==> config.mk <==
export PLATFORM = sky130hd
export DESIGN_NAME = fsa_queue
export DESIGN_NICKNAME = d
export VERILOG_FILES = /design/src/design/fsa_pkg.sv /design/src/design/fsa_queue.sv
export SDC_FILE = /design/constraint.sdc
export NUM_CORES = 1
export LEC_CHECK = 0
export BUFFER_PORTS_ARGS = -buffer_cell sky130_fd_sc_hd__buf_4
export CORE_ASPECT_RATIO = 0.5
export CORE_MARGIN = 5
export CORE_UTILIZATION = 30
export CTS_CLUSTER_DIAMETER = 200
export DETAILED_ROUTE_END_ITERATION = 7
export MAX_ROUTING_LAYER = met4
export PLACE_DENSITY_LB_ADDON = 0.2
export REMOVE_ABC_BUFFERS = 1
export SYNTH_ARGS = -nofsm -noshare
export SYNTH_HDL_FRONTEND = slang
export SYNTH_SLANG_ARGS = --single-unit
==> constraint.sdc <==
create_clock -name clk -period 5.8 [get_ports clk]
set_input_delay 1.74 -clock clk [delete_from_list [all_inputs] [get_ports clk]]
set_output_delay 1.74 -clock clk [all_outputs]
set_load 0.005 [all_outputs]
==> src/design/fsa_pkg.sv <==
// ----------------------------------------------------------------------------
// fsa_pkg: shared types and constants for face_scatter_accumulate
// Item and result words, queued memory operations, codes and cell checks.
// ----------------------------------------------------------------------------
package fsa_pkg;

  localparam int NUM_CELLS   = 1024;
  localparam int ADDR_W      = $clog2(NUM_CELLS);
  localparam int IDX_W       = 10;
  localparam int CMP_W       = ((ADDR_W > IDX_W) ? ADDR_W : IDX_W) + 1;
  localparam int QUEUE_DEPTH = 4;
  localparam int QPTR_W      = $clog2(QUEUE_DEPTH);

  // item kinds
  localparam logic [1:0] KIND_LOAD    = 2'd0;
  localparam logic [1:0] KIND_SCATTER = 2'd1;
  localparam logic [1:0] KIND_READ    = 2'd2;

  // scatter modes
  localparam logic [1:0] MODE_ADD      = 2'd0;
  localparam logic [1:0] MODE_SUB      = 2'd1;
  localparam logic [1:0] MODE_ABS_SWAP = 2'd2;
  localparam logic [1:0] MODE_SUB_SWAP = 2'd3;

  typedef struct packed {
    logic [1:0]         kind;
    logic [IDX_W-1:0]   cell_index;
    logic signed [31:0] cell_value;
    logic [IDX_W-1:0]   lower_cell;
    logic [IDX_W-1:0]   upper_cell;
    logic signed [31:0] lower_coeff;
    logic signed [31:0] upper_coeff;
  } in_item_t;

  typedef struct packed {
    logic signed [31:0] read_value;
    logic               overflow_seen;
  } out_result_t;

  typedef enum logic [1:0] {
    OP_WRITE,
    OP_ADD,
    OP_READ
  } op_code_t;

  // one memory operation; data is a store value or a 33-bit delta
  typedef struct packed {
    op_code_t           code;
    logic               ok;
    logic [ADDR_W-1:0]  addr;
    logic signed [32:0] data;
  } op_t;

  typedef enum logic {
    BK_CLEAR,
    BK_RUN
  } back_state_t;

  function automatic logic cell_ok(input logic [IDX_W-1:0] idx);
    return CMP_W'(idx) < CMP_W'(NUM_CELLS);
  endfunction

  function automatic logic [ADDR_W-1:0] cell_addr(input logic [IDX_W-1:0] idx);
    return ADDR_W'(idx);
  endfunction

endpackage

==> src/design/fsa_queue.sv <==
// ----------------------------------------------------------------------------
// fsa_queue: short operation queue
// Decouples the classifying front from the memory back end.
// ----------------------------------------------------------------------------
module fsa_queue import fsa_pkg::*; (
  input  logic clk,
  input  logic rst,
  input  logic push,
  input  op_t  push_op,
  input  logic pop,
  output op_t  head,
  output logic full,
  output logic empty
);

  op_t               slots [QUEUE_DEPTH];
  logic [QPTR_W-1:0] wr_ptr;
  logic [QPTR_W-1:0] rd_ptr;
  logic [QPTR_W:0]   count;

  assign full  = (count == (QPTR_W+1)'(QUEUE_DEPTH));
  assign empty = (count == '0);
  assign head  = slots[rd_ptr];

  always_ff @(posedge clk) begin
    if (push) begin
      slots[wr_ptr] <= push_op;
    end
  end

  always_ff @(posedge clk) begin
    if (rst) begin
      wr_ptr <= '0;
      rd_ptr <= '0;
      count  <= '0;
    end else begin
      if (push) begin
        wr_ptr <= wr_ptr + 1'b1;
      end
      if (pop) begin
        rd_ptr <= rd_ptr + 1'b1;
      end
      unique case ({push, pop})
        2'b10:   count <= count + 1'b1;
        2'b01:   count <= count - 1'b1;
        default: count <= count;
      endcase
    end
  end

  a_no_push_full: assert property (@(posedge clk) disable iff (rst) push |-> !full)
    else $error("queue push while full");
  a_no_pop_empty: assert property (@(posedge clk) disable iff (rst) pop |-> !empty)
    else $error("queue pop while empty");

endmodule

Word-level counts from Yosys, hierarchy flattened
Memories as Yosys holds them, arrays and structs flattened. A register that Yosys moved wholly into a read port is not among the register bits.
Index checks and enable logic that the tools add are counted.

operators by class
  add/subtract/negate cells = 4
  equal/unequal tests = 3
  mux-type cells = 5
  reduce and logical (&&, ||, !) cells = 2

operators with widths
  operator                                          number
  one-hot mux 3 bit (2 select lines)                1
  adder 2 x 1 -> 2 bit, second input constant       2
  2-to-1 mux 2 bit                                  2
  adder 3 x 1 -> 3 bit, second input constant       1
  == test 3 bit, second input constant              1
  zero test 3 bit                                   1
  subtractor 3 x 1 -> 3 bit, second input constant  1
  == test 2 x 1 -> 1 bit, second input constant     1
  == test 2 bit, second input constant              1
  2-to-1 mux 1 bit                                  2
  nonzero test 2 bit                                1

storage, ports and cells
  register bits after elaboration = 7
  memory bits (writable) = 184
  bits of input ports = 50
  output and inout bits = 48
  logic and storage cells = 18
  memories = 1

memories
  memory  depth  width  rd ports  clocked after Yosys merged registers in  write ports  line             RTL
  slots   4      46     1         1                                        1            fsa_queue.sv:16  op_t slots [QUEUE_DEPTH];

Depth between registers and ports, before layout
Gate-level depths: netlist of run 1.

  depth after elaboration = 3
  mapped depth = 7

Least setup slack after synthesis of run 1
OpenSTA, ideal clock, no wires.

  path kind = input -> register
  start point = input push
  end point = memory slots[0][0] (netlist name), enable pin
  arrival = 2.845 ns
  data required time = 5.392 ns
  slack = 2.547 ns
  cell stages on the path = 1
  buffers on the path = 0
  path through = and2_1

on the way
  cells in the longest elaborated chain, start to end = 2

RTL lines
  what                                    line             RTL
  start, declared                         fsa_queue.sv:8   input logic push,
  2-to-1 mux 1 bit                        fsa_queue.sv:26  if (push) begin
  2-to-1 mux 1 bit (not written as such)  fsa_queue.sv:27  slots[wr_ptr] <= push_op;
  end, declared                           fsa_queue.sv:16

Every way passes these cells.

==> metrics.txt, run 1 <==
status finished clean; hold_ws 508 ps; die area 27200 um^2; Post-Synth Simple-Gate Area 1.07%; Post-CTS Hold Fix Bufs 0; CTS tree yes; Iter 0 DRT Violations 211; Seq/Total Area, Yosys 80.0%; DRC Markers 0; initial core utilization 30.9%; # setup viols final 0; # diodes 0; Post-synth EDFFs 184; Top Ports 98; mux cell area share after synthesis 15.0%; Die Y-Extent 119 um; All-Layer GR Usage 10.8%; Layout Area Growth over Synthesis 23.1%; Clock Skews 10.6 ps; CORE AREA 23100 um^2; most common cell in the synthesized netlist edfxtp_1; hpwl dp 8.24 mm; area leader, netlist edfxtp_1; worst-skew pair later-pin latency 430 ps; setup_tns 0 ps; yosys warns 0; Mapped Avg Cell Area 24.9 um^2; critical path startpoint category flip-flop; Max IR drop VDD 0.000195 V; pin count of the biggest net entering global routing 47; post-synth top area share 77.4%; postcts setup bufs 0; Final Non-Filler Cells 716; post-route ant nets 0; Worst Path Max Fanout 46; clock buffers created by TritonCTS 17; Final Hold Viols 0; Setup Crit Path Kind flip-flop to primary output; Peak Freq 0.250 GHz; Adder-Cell Fraction of Synth Area 1.16%; Final Max Tran Viols 0; post-CTS sizing 0; IO buf count 97; htree depth 4; Worst-Margin Slew 998 ps; worst endpoint required time 4060 ps; static leakage 2.95 nW; synth top area cells edfxtp_1 (77%), mux4_2 (13%), dfxtp_1 (2.5%); path type of the worst min-delay path flip-flop to flip-flop; Post-Synthesis Cells 287; Via density 4.37; std cell rows 39; vias after detailed routing 3128; number of global-route vias before repair 3504; CP endpoint kind primary output; Post-Route WL 13.6 mm; RD Place Congestion 0.664; Layout Nets 453; clock-pin slew on the worst setup and hold paths 70 ps; Compound-Gate Fraction of Synth Area 0.210%; post-synthesis xor/xnor area fraction 0.614%; power per standard cell area 358 nW/um^2; global-route wire length before repair 21.2 mm; ys flop type edfxtp_1; clk sink count 193; CTS Buffer Depth 2; Crit path arrival time 2260 ps; fraction of layout cells with a size suffix above 1 43.0%; dpl cells 685; total gr overflow 0; count of different cell masters after synthesis 23; post-synthesis cell area 7130 um^2; RSZ-0062 raised after global routing false; fin crit period 4000 ps; largest family of logic cells by synthesized area multiplexers; synth cell count leaders edfxtp_1 (184), mux4_2 (40), dfxtp_1 (9), nor2_1 (8); MaxCap Viol Count 0; Final period util 69.0%; CTS Root Cell clkbuf_16; initial antenna violation count 0; Async SR Flop Fraction 0%; relative slew slack 33.5%; Initial DRT Pass Iterations 4; DR WL/cell 19.0 um; #FFs+latches synth 193; die width 228 um
==> through the flow <==
stage	util (%)	total power [mW]	instance area, um^2	worst slack (ps)
5_1_grt	38.1	3.28	8790	1580
4_1_cts	38.1	3.19	8790	1690
3_3_place_gp	35.4	1.97	8170	2150
3_5_place_dp	35.4	1.97	8170	2170
6_report	38.1	3.14	8790	1800
2_1_floorplan	-	1.79	7010	1410
==> cells in the final DEF (no fill, tap or decap), drive strengths merged <==
cell	synthesis	final
a21oi	2	2
and2	4	4
and3	1	1
buf	9	102
bufinv	0	4
clkbuf	2	19
clkinv	0	2
clkinvlp	0	2
dfxtp	9	9
edfxtp	184	184
fa	1	1
ha	5	5
inv	6	10
mux2i	1	1
mux4	46	46
nand2	1	1
nor2	8	8
nor3	1	1
o21ai	1	1
or3	1	1
xnor2	2	2
xor2	3	3
==> critical path, stage by stage (launching register included) <==
cell and delay (ps):
dfxtp_4 990, mux4_1 660, buf_4 150
==> cell type report <==
type,instances,area [um^2]
sequential,193,5710
clock inverter,12,179
inverter,6,22.5
multi-input combinational,77,1290
timing repair buffer,102,766
tap,307,384
fill,2071,14300
clock buffer,19,433
==> worst paths after layout <==
| kind | from | end | slack (ps) | cells past startpoint |
|---|---|---|---|---|
| hold reg to reg | count[2] | count[2] | 510 | 2 |
| setup reg to reg | wr_ptr[0] | slots[2][37] | 3720 | 4 |
| hold / removal | count[2] | count[2] | 510 | 2 |
| setup / recovery | flip-flop | head[39] | 1800 | 2 |
==> cells by family (layout without fill, tap and decap cells) <==
kind of cell,Yosys count,count (layout)
xor+xnor,5,5
compound gates,3,3
fa+ha+maj,6,6
buf+inv,17,139
mux,47,47
simple gates,16,16
flops,193,193
==> metal layers <==
metal  wire, um  up-vias  part of all wire, %  track usage, %
li1           -     1421                    -               -
met1       5850     1643                   43            12.9
met2       7090       50                   52            17.5
met3        519       14                  3.8            3.26
met4        174        0                  1.3            3.96
met5          0        -                    0               -
==> power breakdown <==
part	total, mW	switching, mW	internal [mW]
Clock	1.22	0.499	0.723
Sequential	1.64	0.0413	1.60
Combinational	0.283	0.118	0.165
==> sequential cells by signal (all words and copies together), names as in the netlist, named ones only <==
register,count
count,3
rd_ptr,2
slots,184
wr_ptr,2
Power figures use the tool's default switching activity.
==> inputs of run 2 (changes only) <==
==> constraint.sdc (replaced) <==
create_clock -name clk -period 3.65 [get_ports clk]
set_input_delay 1.095 -clock clk [delete_from_list [all_inputs] [get_ports clk]]
set_output_delay 1.095 -clock clk [all_outputs]
set_load 0.005 [all_outputs]
==> metrics.txt, run 2 (synthesis results as in run 1) <==
status finished clean; most flop-heavy register slots; Post-Route WL 14.1 mm; hold path cells 2; most common cell after layout, fill and taps aside edfxtp_1; dpl cells 691; fin crit period 3170 ps; Worst-Margin Slew 806 ps; number of global-route vias before repair 3541; # diodes 0; Final Hold Viols 0; FF/Latch Area 5710 um^2; fraction of layout cells with a size suffix above 1 43.8%; clock network power share 37.7%; most frequent cells in the layout edfxtp_1 (184), buf_4 (102), mux4_2 (40); total gr overflow 0; postcts setup bufs 0; Post-CTS Hold Fix Bufs 0; worst-case reg-to-reg path depth 4; Clock Skews 11.7 ps; MaxCap Viol Count 0; htree depth 4; CTS tree yes; critical path startpoint category flip-flop; clock buffers created by TritonCTS 17; global-route wire length before repair 21.8 mm; CP endpoint kind primary output; DR WL/cell 19.5 um; sw frac 21.3%; Top Ports 98; worst endpoint required time 2550 ps; worst-skew pair later-pin latency 430 ps; DRC Markers 0; die width 228 um; Final Max Tran Viols 0; Layout Nets 459; pin count of the biggest net entering global routing 39; max FFs per register 184; clock-pin slew on the worst setup and hold paths 70 ps; vias after detailed routing 3173; initial core utilization 30.9%; Die Y-Extent 119 um; IO buf count 97; Cell Int Power 3.90 mW; Layout Area Growth over Synthesis 24.6%; CTS Buffer Depth 2; Final Non-Filler Cells 723; static leakage 2.99 nW; Setup Crit Path Kind flip-flop to primary output; Placement Setup Slack 907 ps; path type of the worst min-delay path flip-flop to flip-flop; fill cell count 2081; Via density 4.39; initial antenna violation count 0; CTS Root Cell clkbuf_16; Final period util 86.9%; Initial DRT Pass Iterations 4; Peak Freq 0.315 GHz; # setup viols final 0; clk sink count 193; RSZ-0062 raised after global routing false; post-CTS sizing 0; relative slew slack 46.3%; Reg power frac 52.2%; hpwl dp 9.06 mm; Iter 0 DRT Violations 291; Crit path arrival time 2080 ps; power per standard cell area 557 nW/um^2; area taken by multi-input logic gates 1290 um^2; Worst Path Max Fanout 25; post-route ant nets 0; std cell rows 39; worst setup slack after layout 478 ps; CORE AREA 23100 um^2; Max IR drop VDD 0.000226 V; Gate power share 10.1%; die area 27200 um^2; Top Registers slots: 184 flops, count: 3 flops; All-Layer GR Usage 11.1%; Switch Pwr 1.06 mW; RD Place Congestion 0.649
run 2: cell count changes in the layout (fill, tap and decap cells not counted):
cell / previous run / this run
bufinv_16: 4 / 3
clkinvlp_4: 2 / 1
clkbuf_1: 2 / 1
inv_6: 4 / 2
buf_12: 0 / 6
clkinv_2: 1 / 2
clkinv_4: 0 / 3
clkinv_1: 1 / 3
run 2: final cells by class:
| class | instances | share of cell area [%] |
|---|---|---|
| Tap cell | 307 | 4.32 |
| Inverter | 6 | 0.253 |
| Multi-Input combinational cell | 77 | 14.5 |
| Clock buffer | 18 | 4.83 |
| Timing Repair Buffer | 108 | 9.97 |
| Clock inverter | 14 | 1.83 |
| Sequential cell | 193 | 64.3 |
run 2: critical path, cell delays in order (launching register included):
cell     delay (ps)
dfxtp_2         850
buf_4           320
mux4_2          320
buf_4           150
run 2: stage by stage:
step / total power [mW] / utilization [%] / instance area (um^2) / hold WS (ps) / TNS, ps
after floorplan: 2.85 / - / 7010 / 461 / -2190
after global placement: 3.15 / 35.9 / 8290 / 489 / 0
after detailed placement: 3.15 / 35.9 / 8290 / 502 / 0
after CTS: 5.02 / 38.5 / 8890 / 509 / 0
after global routing: 5.16 / 38.5 / 8890 / 568 / 0
final: 4.95 / 38.5 / 8890 / 508 / 0
run 2: worst paths after layout:
path,to,startpoint,slack [ps]
worst max-delay path,head[12],flip-flop,480
worst min-delay path,count[2],count[2],510
worst max register to register,slots[2][20],wr_ptr[0],1920
worst min register to register,count[2],count[2],510
run 2: power groups by stage:
stage | Sequential, mW | Clock, mW | Combinational, mW
after floorplan | 2.64 | 0 | 0.212
after global placement | 2.63 | 0 | 0.517
after detailed placement | 2.63 | 0 | 0.519
after CTS | 2.59 | 1.91 | 0.520
after global routing | 2.59 | 2.02 | 0.548
final | 2.58 | 1.87 | 0.500
run 2: routing by layer:
metal	vias to the layer above	track usage, %	share of wire [%]
li1	1437	-	-
met1	1674	13.3	44
met2	45	18.4	52
met3	17	2.66	2.8
met4	0	4.30	1.6
met5	-	-	0
